## src/design/cdd_pkg.sv

```systemverilog
package cdd_pkg;

	localparam int CDD_QUEUE_DEPTH = 4;

	localparam logic [15:0] WORD_BYTES = 16'd4;
	localparam logic [1:0]  PAD_MASK   = 2'd3;

	typedef enum logic [1:0] {
		KIND_HEADER  = 2'd0,
		KIND_PAYLOAD = 2'd1,
		KIND_ERROR   = 2'd2
	} cdd_kind_t;

	typedef enum logic [1:0] {
		ERR_MAGIC   = 2'd0,
		ERR_LENGTH  = 2'd1,
		ERR_PARTIAL = 2'd2
	} cdd_err_t;

	typedef enum logic [1:0] {
		PH_IDLE    = 2'd0,
		PH_HEADER  = 2'd1,
		PH_PAYLOAD = 2'd2
	} cdd_phase_t;

	typedef struct packed {
		cdd_kind_t   kind;
		logic [15:0] cmd;
		logic [15:0] plen;
		logic [31:0] word;
		logic [2:0]  vb;
		logic        cmd_end;
		cdd_err_t    err;
	} cdd_result_t;

endpackage

```

## src/design/cdd_front.sv

```systemverilog
module cdd_front import cdd_pkg::*; (
	input  logic        clk,
	input  logic        arst_n,
	input  logic        cfg_we,
	input  logic [31:0] cfg_wdata,
	input  logic        in_valid,
	output logic        in_stall,
	input  logic [31:0] data_word,
	input  logic        is_first,
	input  logic [15:0] datagram_length,
	input  logic        queue_full,
	output logic        push,
	output cdd_result_t push_data
);

	logic [31:0] magic_q;
	cdd_phase_t  phase_q, phase_d;
	logic [15:0] dbl_q, dbl_d;
	logic [15:0] pbl_q, pbl_d;

	logic        accept;
	logic        has_result;
	logic [15:0] dlen_rem;
	logic [15:0] dbl_dec;
	logic [15:0] plen;
	logic [2:0]  vb;
	logic        pay_end;

	assign in_stall = queue_full;
	assign accept   = in_valid && !in_stall;
	assign push     = accept && has_result;

	assign dlen_rem = datagram_length - WORD_BYTES;
	assign dbl_dec  = (dbl_q >= WORD_BYTES) ? dbl_q - WORD_BYTES : '0;
	assign plen     = data_word[31:16];
	assign vb       = (pbl_q < WORD_BYTES) ? pbl_q[2:0] : WORD_BYTES[2:0];
	assign pay_end  = (pbl_q <= WORD_BYTES);

	// next state
	always_comb begin
		phase_d = phase_q;
		dbl_d   = dbl_q;
		pbl_d   = pbl_q;
		if (is_first) begin
			phase_d = PH_IDLE;
			dbl_d   = '0;
			pbl_d   = '0;
			if (!(datagram_length < WORD_BYTES || data_word != magic_q) &&
			    (dlen_rem[1:0] & PAD_MASK) == 2'd0) begin
				dbl_d   = dlen_rem;
				phase_d = (dlen_rem != '0) ? PH_HEADER : PH_IDLE;
			end
		end else begin
			case (phase_q)
				PH_HEADER: begin
					if (dbl_dec < plen) begin
						phase_d = PH_IDLE;
						dbl_d   = '0;
						pbl_d   = '0;
					end else if (plen == '0) begin
						dbl_d   = dbl_dec;
						phase_d = (dbl_dec != '0) ? PH_HEADER : PH_IDLE;
					end else begin
						dbl_d   = dbl_dec;
						pbl_d   = plen;
						phase_d = PH_PAYLOAD;
					end
				end
				PH_PAYLOAD: begin
					dbl_d = dbl_dec;
					pbl_d = pbl_q - {13'd0, vb};
					if (pay_end)
						phase_d = (dbl_dec != '0) ? PH_HEADER : PH_IDLE;
				end
				default: begin
				end
			endcase
		end
	end

	// result classification
	always_comb begin
		has_result = 1'b0;
		push_data  = '{kind: KIND_HEADER, cmd: '0, plen: '0, word: '0, vb: '0,
		               cmd_end: 1'b0, err: ERR_MAGIC};
		if (is_first) begin
			if (datagram_length < WORD_BYTES || data_word != magic_q) begin
				has_result     = 1'b1;
				push_data.kind = KIND_ERROR;
				push_data.err  = ERR_MAGIC;
			end else if ((dlen_rem[1:0] & PAD_MASK) != 2'd0) begin
				has_result     = 1'b1;
				push_data.kind = KIND_ERROR;
				push_data.err  = ERR_LENGTH;
			end
		end else begin
			case (phase_q)
				PH_HEADER: begin
					has_result = 1'b1;
					if (dbl_dec < plen) begin
						push_data.kind = KIND_ERROR;
						push_data.err  = ERR_PARTIAL;
					end else begin
						push_data.kind    = KIND_HEADER;
						push_data.cmd     = data_word[15:0];
						push_data.plen    = plen;
						push_data.cmd_end = (plen == '0);
					end
				end
				PH_PAYLOAD: begin
					has_result        = 1'b1;
					push_data.kind    = KIND_PAYLOAD;
					push_data.word    = data_word;
					push_data.vb      = vb;
					push_data.cmd_end = pay_end;
				end
				default: begin
				end
			endcase
		end
	end

	always_ff @(posedge clk or negedge arst_n) begin
		if (!arst_n) begin
			magic_q <= '0;
			phase_q <= PH_IDLE;
			dbl_q   <= '0;
			pbl_q   <= '0;
		end else begin
			if (cfg_we)
				magic_q <= cfg_wdata;
			if (accept) begin
				phase_q <= phase_d;
				dbl_q   <= dbl_d;
				pbl_q   <= pbl_d;
			end
		end
	end

	// inside a payload there is always something left to emit
	a_pay_left: assert property (@(posedge clk) disable iff (!arst_n)
		phase_q == PH_PAYLOAD |-> pbl_q != '0)
		else $error("payload phase with no bytes left");

	// an error always ends the datagram
	a_err_idle: assert property (@(posedge clk) disable iff (!arst_n)
		(push && push_data.kind == KIND_ERROR) |=> phase_q == PH_IDLE)
		else $error("phase not idle after error");

endmodule

```

## src/design/cdd_queue.sv

```systemverilog
module cdd_queue import cdd_pkg::*; #(
	parameter int DEPTH = CDD_QUEUE_DEPTH
) (
	input  logic        clk,
	input  logic        arst_n,
	input  logic        push,
	input  cdd_result_t push_data,
	output logic        full,
	input  logic        pop,
	output logic        not_empty,
	output cdd_result_t pop_data
);

	localparam int PTR_W = (DEPTH > 1) ? $clog2(DEPTH) : 1;
	localparam int CNT_W = $clog2(DEPTH + 1);

	cdd_result_t        mem_q [DEPTH];
	logic [PTR_W-1:0]   wptr_q, rptr_q;
	logic [CNT_W-1:0]   count_q;

	assign full      = (count_q == CNT_W'(DEPTH));
	assign not_empty = (count_q != '0);
	assign pop_data  = mem_q[rptr_q];

	always_ff @(posedge clk) begin
		if (push)
			mem_q[wptr_q] <= push_data;
	end

	always_ff @(posedge clk or negedge arst_n) begin
		if (!arst_n) begin
			wptr_q  <= '0;
			rptr_q  <= '0;
			count_q <= '0;
		end else begin
			if (push)
				wptr_q <= (wptr_q == PTR_W'(DEPTH - 1)) ? '0 : wptr_q + 1'b1;
			if (pop)
				rptr_q <= (rptr_q == PTR_W'(DEPTH - 1)) ? '0 : rptr_q + 1'b1;
			case ({push, pop})
				2'b10:   count_q <= count_q + 1'b1;
				2'b01:   count_q <= count_q - 1'b1;
				default: count_q <= count_q;
			endcase
		end
	end

	a_no_overflow: assert property (@(posedge clk) disable iff (!arst_n)
		full |-> !push)
		else $error("push into full queue");

	a_no_underflow: assert property (@(posedge clk) disable iff (!arst_n)
		!not_empty |-> !pop)
		else $error("pop from empty queue");

endmodule

```

## src/design/cdd_back.sv

```systemverilog
module cdd_back import cdd_pkg::*; (
	input  logic        clk,
	input  logic        arst_n,
	input  logic        not_empty,
	input  cdd_result_t pop_data,
	output logic        pop,
	output logic        out_valid,
	input  logic        out_stall,
	output logic [1:0]  result_kind,
	output logic [15:0] command_code,
	output logic [15:0] payload_bytes,
	output logic [31:0] payload_word,
	output logic [2:0]  valid_bytes,
	output logic        command_end,
	output logic [1:0]  error_code
);

	logic        valid_q;
	cdd_result_t res_q;

	// refill the output register when it is empty or being taken
	assign pop = not_empty && (!valid_q || !out_stall);

	always_ff @(posedge clk or negedge arst_n) begin
		if (!arst_n)
			valid_q <= 1'b0;
		else if (pop)
			valid_q <= 1'b1;
		else if (!out_stall)
			valid_q <= 1'b0;
	end

	always_ff @(posedge clk) begin
		if (pop)
			res_q <= pop_data;
	end

	assign out_valid     = valid_q;
	assign result_kind   = res_q.kind;
	assign command_code  = res_q.cmd;
	assign payload_bytes = res_q.plen;
	assign payload_word  = res_q.word;
	assign valid_bytes   = res_q.vb;
	assign command_end   = res_q.cmd_end;
	assign error_code    = res_q.err;

endmodule

```

## src/design/control_datagram_deframer.sv

```systemverilog
// channel  | handshake             | payload
// cfg      | cfg_we                | cfg_wdata (magic_word)
// in       | in_valid / in_stall   | data_word, is_first, datagram_length
// out      | out_valid / out_stall | result_kind .. error_code
//
// One word accepted per cycle unless in_stall; front decode is combinational.
// A result passes the queue write, then the output register, before out_valid
// rises for it; a held out_stall or older queued results can delay the load.
// Reset clears the magic word, the decode state and the queue.
// With out_stall held, the queue (QUEUE_DEPTH entries) fills and in_stall rises.
module control_datagram_deframer import cdd_pkg::*; #(
	parameter int QUEUE_DEPTH = CDD_QUEUE_DEPTH
) (
	input  logic        clk,
	input  logic        arst_n,
	input  logic        cfg_we,
	input  logic [31:0] cfg_wdata,
	input  logic        in_valid,
	output logic        in_stall,
	input  logic [31:0] data_word,
	input  logic        is_first,
	input  logic [15:0] datagram_length,
	output logic        out_valid,
	input  logic        out_stall,
	output logic [1:0]  result_kind,
	output logic [15:0] command_code,
	output logic [15:0] payload_bytes,
	output logic [31:0] payload_word,
	output logic [2:0]  valid_bytes,
	output logic        command_end,
	output logic [1:0]  error_code
);

	logic        push, pop, full, not_empty;
	cdd_result_t push_data, pop_data;

	cdd_front u_front (
		.clk             (clk),
		.arst_n          (arst_n),
		.cfg_we          (cfg_we),
		.cfg_wdata       (cfg_wdata),
		.in_valid        (in_valid),
		.in_stall        (in_stall),
		.data_word       (data_word),
		.is_first        (is_first),
		.datagram_length (datagram_length),
		.queue_full      (full),
		.push            (push),
		.push_data       (push_data)
	);

	cdd_queue #(.DEPTH(QUEUE_DEPTH)) u_queue (
		.clk       (clk),
		.arst_n    (arst_n),
		.push      (push),
		.push_data (push_data),
		.full      (full),
		.pop       (pop),
		.not_empty (not_empty),
		.pop_data  (pop_data)
	);

	cdd_back u_back (
		.clk           (clk),
		.arst_n        (arst_n),
		.not_empty     (not_empty),
		.pop_data      (pop_data),
		.pop           (pop),
		.out_valid     (out_valid),
		.out_stall     (out_stall),
		.result_kind   (result_kind),
		.command_code  (command_code),
		.payload_bytes (payload_bytes),
		.payload_word  (payload_word),
		.valid_bytes   (valid_bytes),
		.command_end   (command_end),
		.error_code    (error_code)
	);

endmodule

```

## config.mk

```make
export PLATFORM = sky130hd
export DESIGN_NAME = control_datagram_deframer
export DESIGN_NICKNAME = d
export VERILOG_FILES = /design/src/design/cdd_pkg.sv /design/src/design/cdd_front.sv /design/src/design/cdd_queue.sv /design/src/design/cdd_back.sv /design/src/design/control_datagram_deframer.sv
export SDC_FILE = /design/constraint.sdc
export NUM_CORES = 1
export LEC_CHECK = 0
export BUFFER_PORTS_ARGS = -buffer_cell sky130_fd_sc_hd__buf_2
export CAP_MARGIN = 20
export CORE_MARGIN = 4
export CORE_UTILIZATION = 40
export CTS_BUF_LIST = sky130_fd_sc_hd__clkbuf_16
export DETAILED_ROUTE_END_ITERATION = 10
export HOLD_SLACK_MARGIN = 0.03
export PLACE_DENSITY = 0.63
export SLEW_MARGIN = 30
export SYNTH_ARGS = -nofsm -noshare
export SYNTH_HDL_FRONTEND = slang
export SYNTH_SLANG_ARGS = --single-unit
```

## constraint.sdc

```tcl
create_clock -name clk -period 5.1 [get_ports clk]
set_input_delay 1.53 -clock clk [delete_from_list [all_inputs] [get_ports clk]]
set_output_delay 1.53 -clock clk [all_outputs]
set_load 0.03 [all_outputs]
```

# Yosys cells after proc, flatten, opt, wreduce, memory -nomap -nowiden
# Memory sizes are Yosys's and may differ from the RTL's. A register that Yosys moved wholly into a read port is not among the register bits.
# Index checks and enable logic that the tools add are counted.
[word_totals]
output_inout_bits = 74
memories = 1
input_bits = 86
mem_bits_rw = 288
rom_bits = 0
word_cells = 98
ff_bits = 74
latch_bits = 0
[op_classes]
reduce_logical = 22
div = 0
eq_ne = 11
mul = 0
shifts = 0
addsub = 7
mux = 44
n_bitwise = 0
order_cmp = 5
[memory_table]
columns = ["name", "words", "width", "read_ports", "rd_clocked_by_memory_dff", "wr", "line_no", "source"]
rows = [
  ["u_queue.mem_q", 4, 72, 1, 1, 1, "cdd_queue.sv:17", "cdd_result_t mem_q [DEPTH];"],
]
[op_table]
columns = ["operator", "n"]
rows = [
  ["16-bit 2-to-1 mux", 7],
  ["68-bit 2-to-1 mux", 1],
  ["32-bit 2-to-1 mux", 2],
  ["16-bit one-hot mux with 2 select lines", 2],
  ["35-bit 2-to-1 mux", 1],
  ["16-bit by 3-bit less-than comparator with 1-bit output, second input constant", 2],
  ["32-bit inequality test", 1],
  ["16-bit nonzero test", 2],
  ["16-bit by 3-bit subtractor with 16-bit output, second input constant", 2],
  ["2-bit 2-to-1 mux", 13],
  ["16-bit by 3-bit greater-or-equal comparator with 1-bit output, second input constant", 1],
  ["16-bit by 3-bit <= comparator with 1-bit output, second input constant", 1],
  ["16-bit logical NOT", 1],
  ["16-bit less-than comparator", 1],
  ["16-bit by 3-bit subtractor with 16-bit output", 1],
  ["1-bit 2-to-1 mux", 13],
  ["2-bit == test, second input constant", 4],
  ["2-bit one-hot mux with 2 select lines", 2],
  ["3-bit one-hot mux with 2 select lines", 1],
  ["3-bit AND reduction", 2],
  ["3-bit nonzero test", 2],
  ["2-bit by 1-bit adder with 2-bit output, second input constant", 2],
  ["2-bit by 1-bit == test with 1-bit output, second input constant", 2],
  ["1-bit logical AND", 4],
  ["other kinds (14)", 19],
]

# Longest topological paths before layout
[depth]
word_depth = 8
ltp_mapped = 17
depth_no_buf = 14

# Modules after synthesis
# Synthesis repeated with hierarchy kept, for this count alone.
[hier_totals]
hier_cells = 1090
hier_area_um2 = 18113.6
[modules_own_cells]
columns = ["module", "area_each_um2", "seq_area_each_um2", "n_inst", "cells_each"]
rows = [
  ["cdd_queue", 10804.1, 8823.5, 1, 411],
  ["cdd_front", 5103.6, 1651.6, 1, 604],
  ["cdd_back", 2205.9, 2187.1, 1, 75],
]

# Least setup slack after synthesis
# OpenSTA, ideal clock, no wires.
[synth_path]
path_type = "input to register"
start = "input port out_stall"
end = "register u_queue.count_q[2]"
required_ns = 5.021
path_buffers = 0
cell_stages = 7
path_slack_ns = -1.511
setup_ns = 0.079
t_arrival_ns = 6.532
cell_sequence = "a21oi_1 -> ha_1 -> inv_1 -> fa_1 -> xor2_1 -> nor2_1 -> xor2_1"
[synth_between]
elab_chain_len = 5
elab_cells_between_ends = 7
classes_between = "eq/ne: 2; mux: 1; reduce/logical: 4"
[synth_lines]
columns = ["element", "line_no", "source"]
rows = [
  ["from (decl)", "control_datagram_deframer.sv:24", "input logic out_stall,"],
  ["1-bit logical NOT (*)", "cdd_back.sv:22", "assign pop = not_empty && (!valid_q || !out_stall);"],
  ["1-bit logical OR (*)", "cdd_back.sv:22", ""],
  ["1-bit logical AND (*)", "cdd_back.sv:22", ""],
  ["2-bit by 1-bit == test with 1-bit output / 2-bit == test (equally long branches)", "cdd_queue.sv:40", "case ({push, pop})"],
  ["3-bit one-hot mux with 2 select lines / 2-bit nonzero test (equally long branches)", "--", ""],
  ["to (signal assigned)", "cdd_queue.sv:41", "2'b10: count_q <= count_q + 1'b1;"],
  ["to (signal assigned)", "cdd_queue.sv:42", "2'b01: count_q <= count_q - 1'b1;"],
  ["to (signal assigned)", "cdd_queue.sv:43", "default: count_q <= count_q;"],
  ["to (decl)", "cdd_queue.sv:19", "logic [CNT_W-1:0] count_q;"],
]
# Mark *: on every way between the ends. The rest lies on a longest branch, timed or not.
# A chain may end at the register's enable or synchronous reset.

# Worst setup path in the final report
[layout_path]
start = "register u_front.dbl_q[2]"
end = "register u_front.dbl_q[11]"
[layout_between]
elab_chain_len = 6
elab_cells_between_ends = 7
classes_between = "add/sub: 1; order compare: 2; mux: 4"
[layout_lines]
columns = ["element", "line_no", "source"]
rows = [
  ["from (decl)", "cdd_front.sv:18", "logic [15:0] dbl_q, dbl_d;"],
  ["from (signal assigned)", "cdd_front.sv:134", "dbl_q <= dbl_d;"],
  ["16-bit by 3-bit subtractor with 16-bit output / 16-bit by 3-bit greater-or-equal comparator with 1-bit output (equally long branches)", "cdd_front.sv:34", "assign dbl_dec = (dbl_q >= WORD_BYTES) ? dbl_q - WORD_BYTES : '0;"],
  ["16-bit 2-to-1 mux (*)", "cdd_front.sv:34", ""],
  ["16-bit less-than comparator", "cdd_front.sv:56", "if (dbl_dec < plen) begin"],
  ["16-bit 2-to-1 mux", "cdd_front.sv:56", ""],
  ["16-bit one-hot mux with 2 select lines (*)", "cdd_front.sv:54", "case (phase_q)"],
  ["16-bit 2-to-1 mux (*)", "cdd_front.sv:44", "if (is_first) begin"],
]
# Marks and branches as above.

==> summary.txt <==
Hpwl dp = 27.92 mm
Ratio of routed vias to standard cells = 5.379
Congestion Overflow GR = 0
Slew at the pin closest to its max-slew limit = 0.8415 ns
Power density cells = 517.8 nW/um2
Io pins = 160
Clock share of power = 27.4%
Startpoint-to-endpoint class of the critical path = register to register
Routability Congestion = 0.8461
Final Cycle Share = 89.32%
Util after Layout = 47.37%
Total negative setup slack = 0 ns
1st-iter DRT viols = 836
Final-stage net count = 1,402
Antenna-violating nets left = 0
Pin count of the biggest net entering global routing = 57
Logic gate share of total power = 27.5%
Run status = complete, no violations
Kind of launch point of the worst setup path = register
Wire length of the first global-routing pass = 65.14 mm
R2r worst-path depth = 15
Worst voltage drop across the vdd grid = 0.2250 mV
Post-route cell area = 21,130 um2
Fillcell total = 3,766
Worst skew pair latency = 0.57 ns
Fmax achieved = 219.5 MHz
Number of inserted diodes = 0
Max-Cap Viols = 0
CP max-delay cell = a31oi_2
Most common cell in the synthesized netlist = edfxtp_1
Most area-hungry cell type in the Yosys netlist = edfxtp_1
Number of antenna violations at the first check in global routing = 0
Arrival time at the worst endpoint = 5.04 ns
Number of instances on the worst hold path = 1
Placement Rows = 77
Number of endpoints with negative hold slack in the final report = 0
Power consumption = 10.94 mW
Global router's overall resource usage = 17.09%
Leakage = 7.691 nW
Die W = 221.1 um
Synth unique cells = 65
Detailed-route DRC error count = 0
Total via count in the routed design = 10,300
Reg2reg setup slack = 0.54 ns
Crit. End Element = register
Core box area = 44,610 um2
Switching fraction of total power = 32.74%
Instance count of the mapped netlist = 1,105
Number of levels in the clock H-tree = 2
TritonCTS clock tree = yes
Starting density of the core = 40.74%
Data required time of the critical path = 5.58 ns
Count of state elements after synthesis = 434
Internal power consumption = 7.360 mW
Fraction of final layout cells with drive strength greater than 1 = 27.97%
Detailed-routing iteration count for the pre-antenna-repair pass = 5
Height of the die = 221.1 um
Final count of negative-setup-slack endpoints = 0
Post-CTS Setup Inserts = 0
Synthesized area per cell = 16.44 um2
Clock Path Buffers = 3
Cts hold-fix bufs = 0
Switch Pwr = 3.582 mW
Number of gates given a new drive strength after cts = 0
Worst slew margin relative to its limit = 43.72%
Critical path cell sequence = inv_1 -> ha_1 -> or4b_4 -> nor3_4 -> and4_1 -> nor2_1 -> ha_1 -> a21o_1 -> a21oi_1 -> o221ai_1 -> o2111ai_4 -> a31oi_2 -> buf_4 -> a21oi_1 -> nor2_1
Per-cell routed wire length = 22.18 um
Share of the synthesized area in the top cell type = 59.49%
WHS = 0.4853 ns
CP max FO = 16
Vias in the first global route = 10,660
Master cell of the clock root buffer = clkbuf_16
EDFF count, synth = 360
Min Clock Period, post-route = 4.555 ns
Register area share after synthesis = 69.68%
Area post-placement = 19,780 um2
Count of pins over their slew limit = 0
Net Count, Synth = 1,220
Syn-to-layout area delta = 16.29%
Top flip-flop cell by instance count after synthesis = edfxtp_1
Total detailed-routing wirelength = 42.47 mm
Main area contributors after synthesis = edfxtp_1, dfrtp_1, mux4_2, mux2_2, xnor2_1
Combined area of all synthesized cells = 18,170 um2
Die footprint = 48,900 um2
Most frequent cells after synthesis = edfxtp_1, dfrtp_1, mux4_2
Proportion of register bits with asynchronous set or reset after synthesis = 17.05%
Worst path max stage delay = 0.75 ns
Final setup skew = 0.02903 ns
RSZ-0062 raised after global routing = false
Hold WC Path Type = register to register
Clock-pin slew of the registers on the worst-case setup and hold paths = 0.06 ns
TritonCTS Sinks = 434
Number of warnings printed during yosys synthesis = 0
Count of buffers inserted at the top-level ports = 159
Sequential Power Share = 45.1%
CTS Buf Count = 45
==> stage by stage <==
step | worst slack, ns | cells
2_1_floorplan | 0.05769 | 1105
3_3_place_gp | 0.4045 | 1832
3_5_place_dp | 0.2373 | 1832
4_1_cts | 0.5743 | 1915
5_1_grt | 0.1993 | 1915
6_report | 0.5447 | 1915
==> power by group through the flow <==
stage / Clock [mW] / Combinational, mW / Sequential [mW]
floorplan: 0 / 1.75 / 5.31
global placement: 0 / 3.01 / 5.01
detailed placement: 0 / 3.04 / 5.02
CTS: 3.06 / 3.05 / 4.96
global route: 3.23 / 3.25 / 5.02
finish: 3.00 / 3.01 / 4.94
==> layout by cell type (no fill, tap or decap), types with 4 or more instances in the layout <==
master / n
edfxtp_1: 360
mux4_2: 72
and2_1: 53
nor2_1: 67
buf_4: 21
nand3_1: 18
and3_1: 6
o31ai_1: 8
or3_1: 5
o211ai_1: 6
xnor2_1: 45
xor2_1: 10
a211oi_1: 4
a31oi_1: 8
nand4_1: 15
o31a_1: 5
or4_1: 4
a21oi_1: 33
nand2_1: 36
nor4_1: 17
inv_1: 49
nand2b_1: 7
o21ai_0: 28
mux2_2: 37
clkbuf_16: 45
and2_4: 4
nor2b_1: 4
nor3_1: 18
dfrtp_1: 72
a221o_1: 6
buf_2: 158
buf_12: 4
clkinv_1: 10
ha_1: 28
clkinv_2: 4
==> per-layer routing <==
layer | vias up | global-route usage [%] | wire length, um
li1 | 4658 | - | -
met1 | 5239 | 24.28 | 18700
met2 | 354 | 27.56 | 20290
met3 | 49 | 3.194 | 2650
met4 | 0 | 4.288 | 830
met5 | - | 0 | 0
==> logic make-up after synthesis <==
logic type,Yosys count,share of synthesized area [%]
AND/OR/NAND/NOR,271,8.029
AO/OA/AOI/OAI,123,4.551
adder cells (fa/ha/maj),29,2.038
buffers and inverters,83,1.811
other,1,0.02064
multiplexers,109,11.22
XOR/XNOR,55,2.651
flip-flops,434,69.68
==> critical path, delay by kind of cell (launching register included) <==
kind / cells / cell delay, ns
fa+ha+maj: 2 / 0.53
flops: 1 / 0.43
buf+inv: 2 / 0.35
simple gates: 5 / 1.61
compound gates: 6 / 1.55
==> flip-flops by register name, summed over array words and instances (netlist names) <==
name and flops:
u_queue.wptr_q 2, u_back.error_code 2, u_front.dbl_q 16, u_back.result_kind 2
u_back.out_valid 1, u_back.payload_bytes 16, u_queue.mem_q 288, u_back.valid_bytes 3
u_back.command_end 1, u_front.phase_q 2, u_front.pbl_q 16, u_front.magic_q 32
u_back.command_code 16, u_queue.rptr_q 2, u_queue.count_q 3, u_back.payload_word 32
==> worst paths after layout <==
check / startpoint / to
min: u_queue.count_q[2] / u_queue.count_q[2]
max reg2reg: u_front.dbl_q[2] / u_front.dbl_q[11]
max in group asynchronous: arst_n / u_front.magic_q[7]
min reg2reg: u_queue.count_q[2] / u_queue.count_q[2]
max: u_front.dbl_q[2] / u_front.dbl_q[11]
min in group asynchronous: arst_n / u_front.dbl_q[6]
==> final cells by class <==
type	instances	area (um2)	area share [%]
flip-flops and latches	434	12670	59.96
well taps	592	740.7	3.505
multi-input cells	588	5205	24.63
clock inverters	38	230.2	1.089
repair buffers	183	1028	4.867
inverters	35	131.4	0.6217
clock buffers	45	1126	5.329
(Power assumes the default switching activity.)
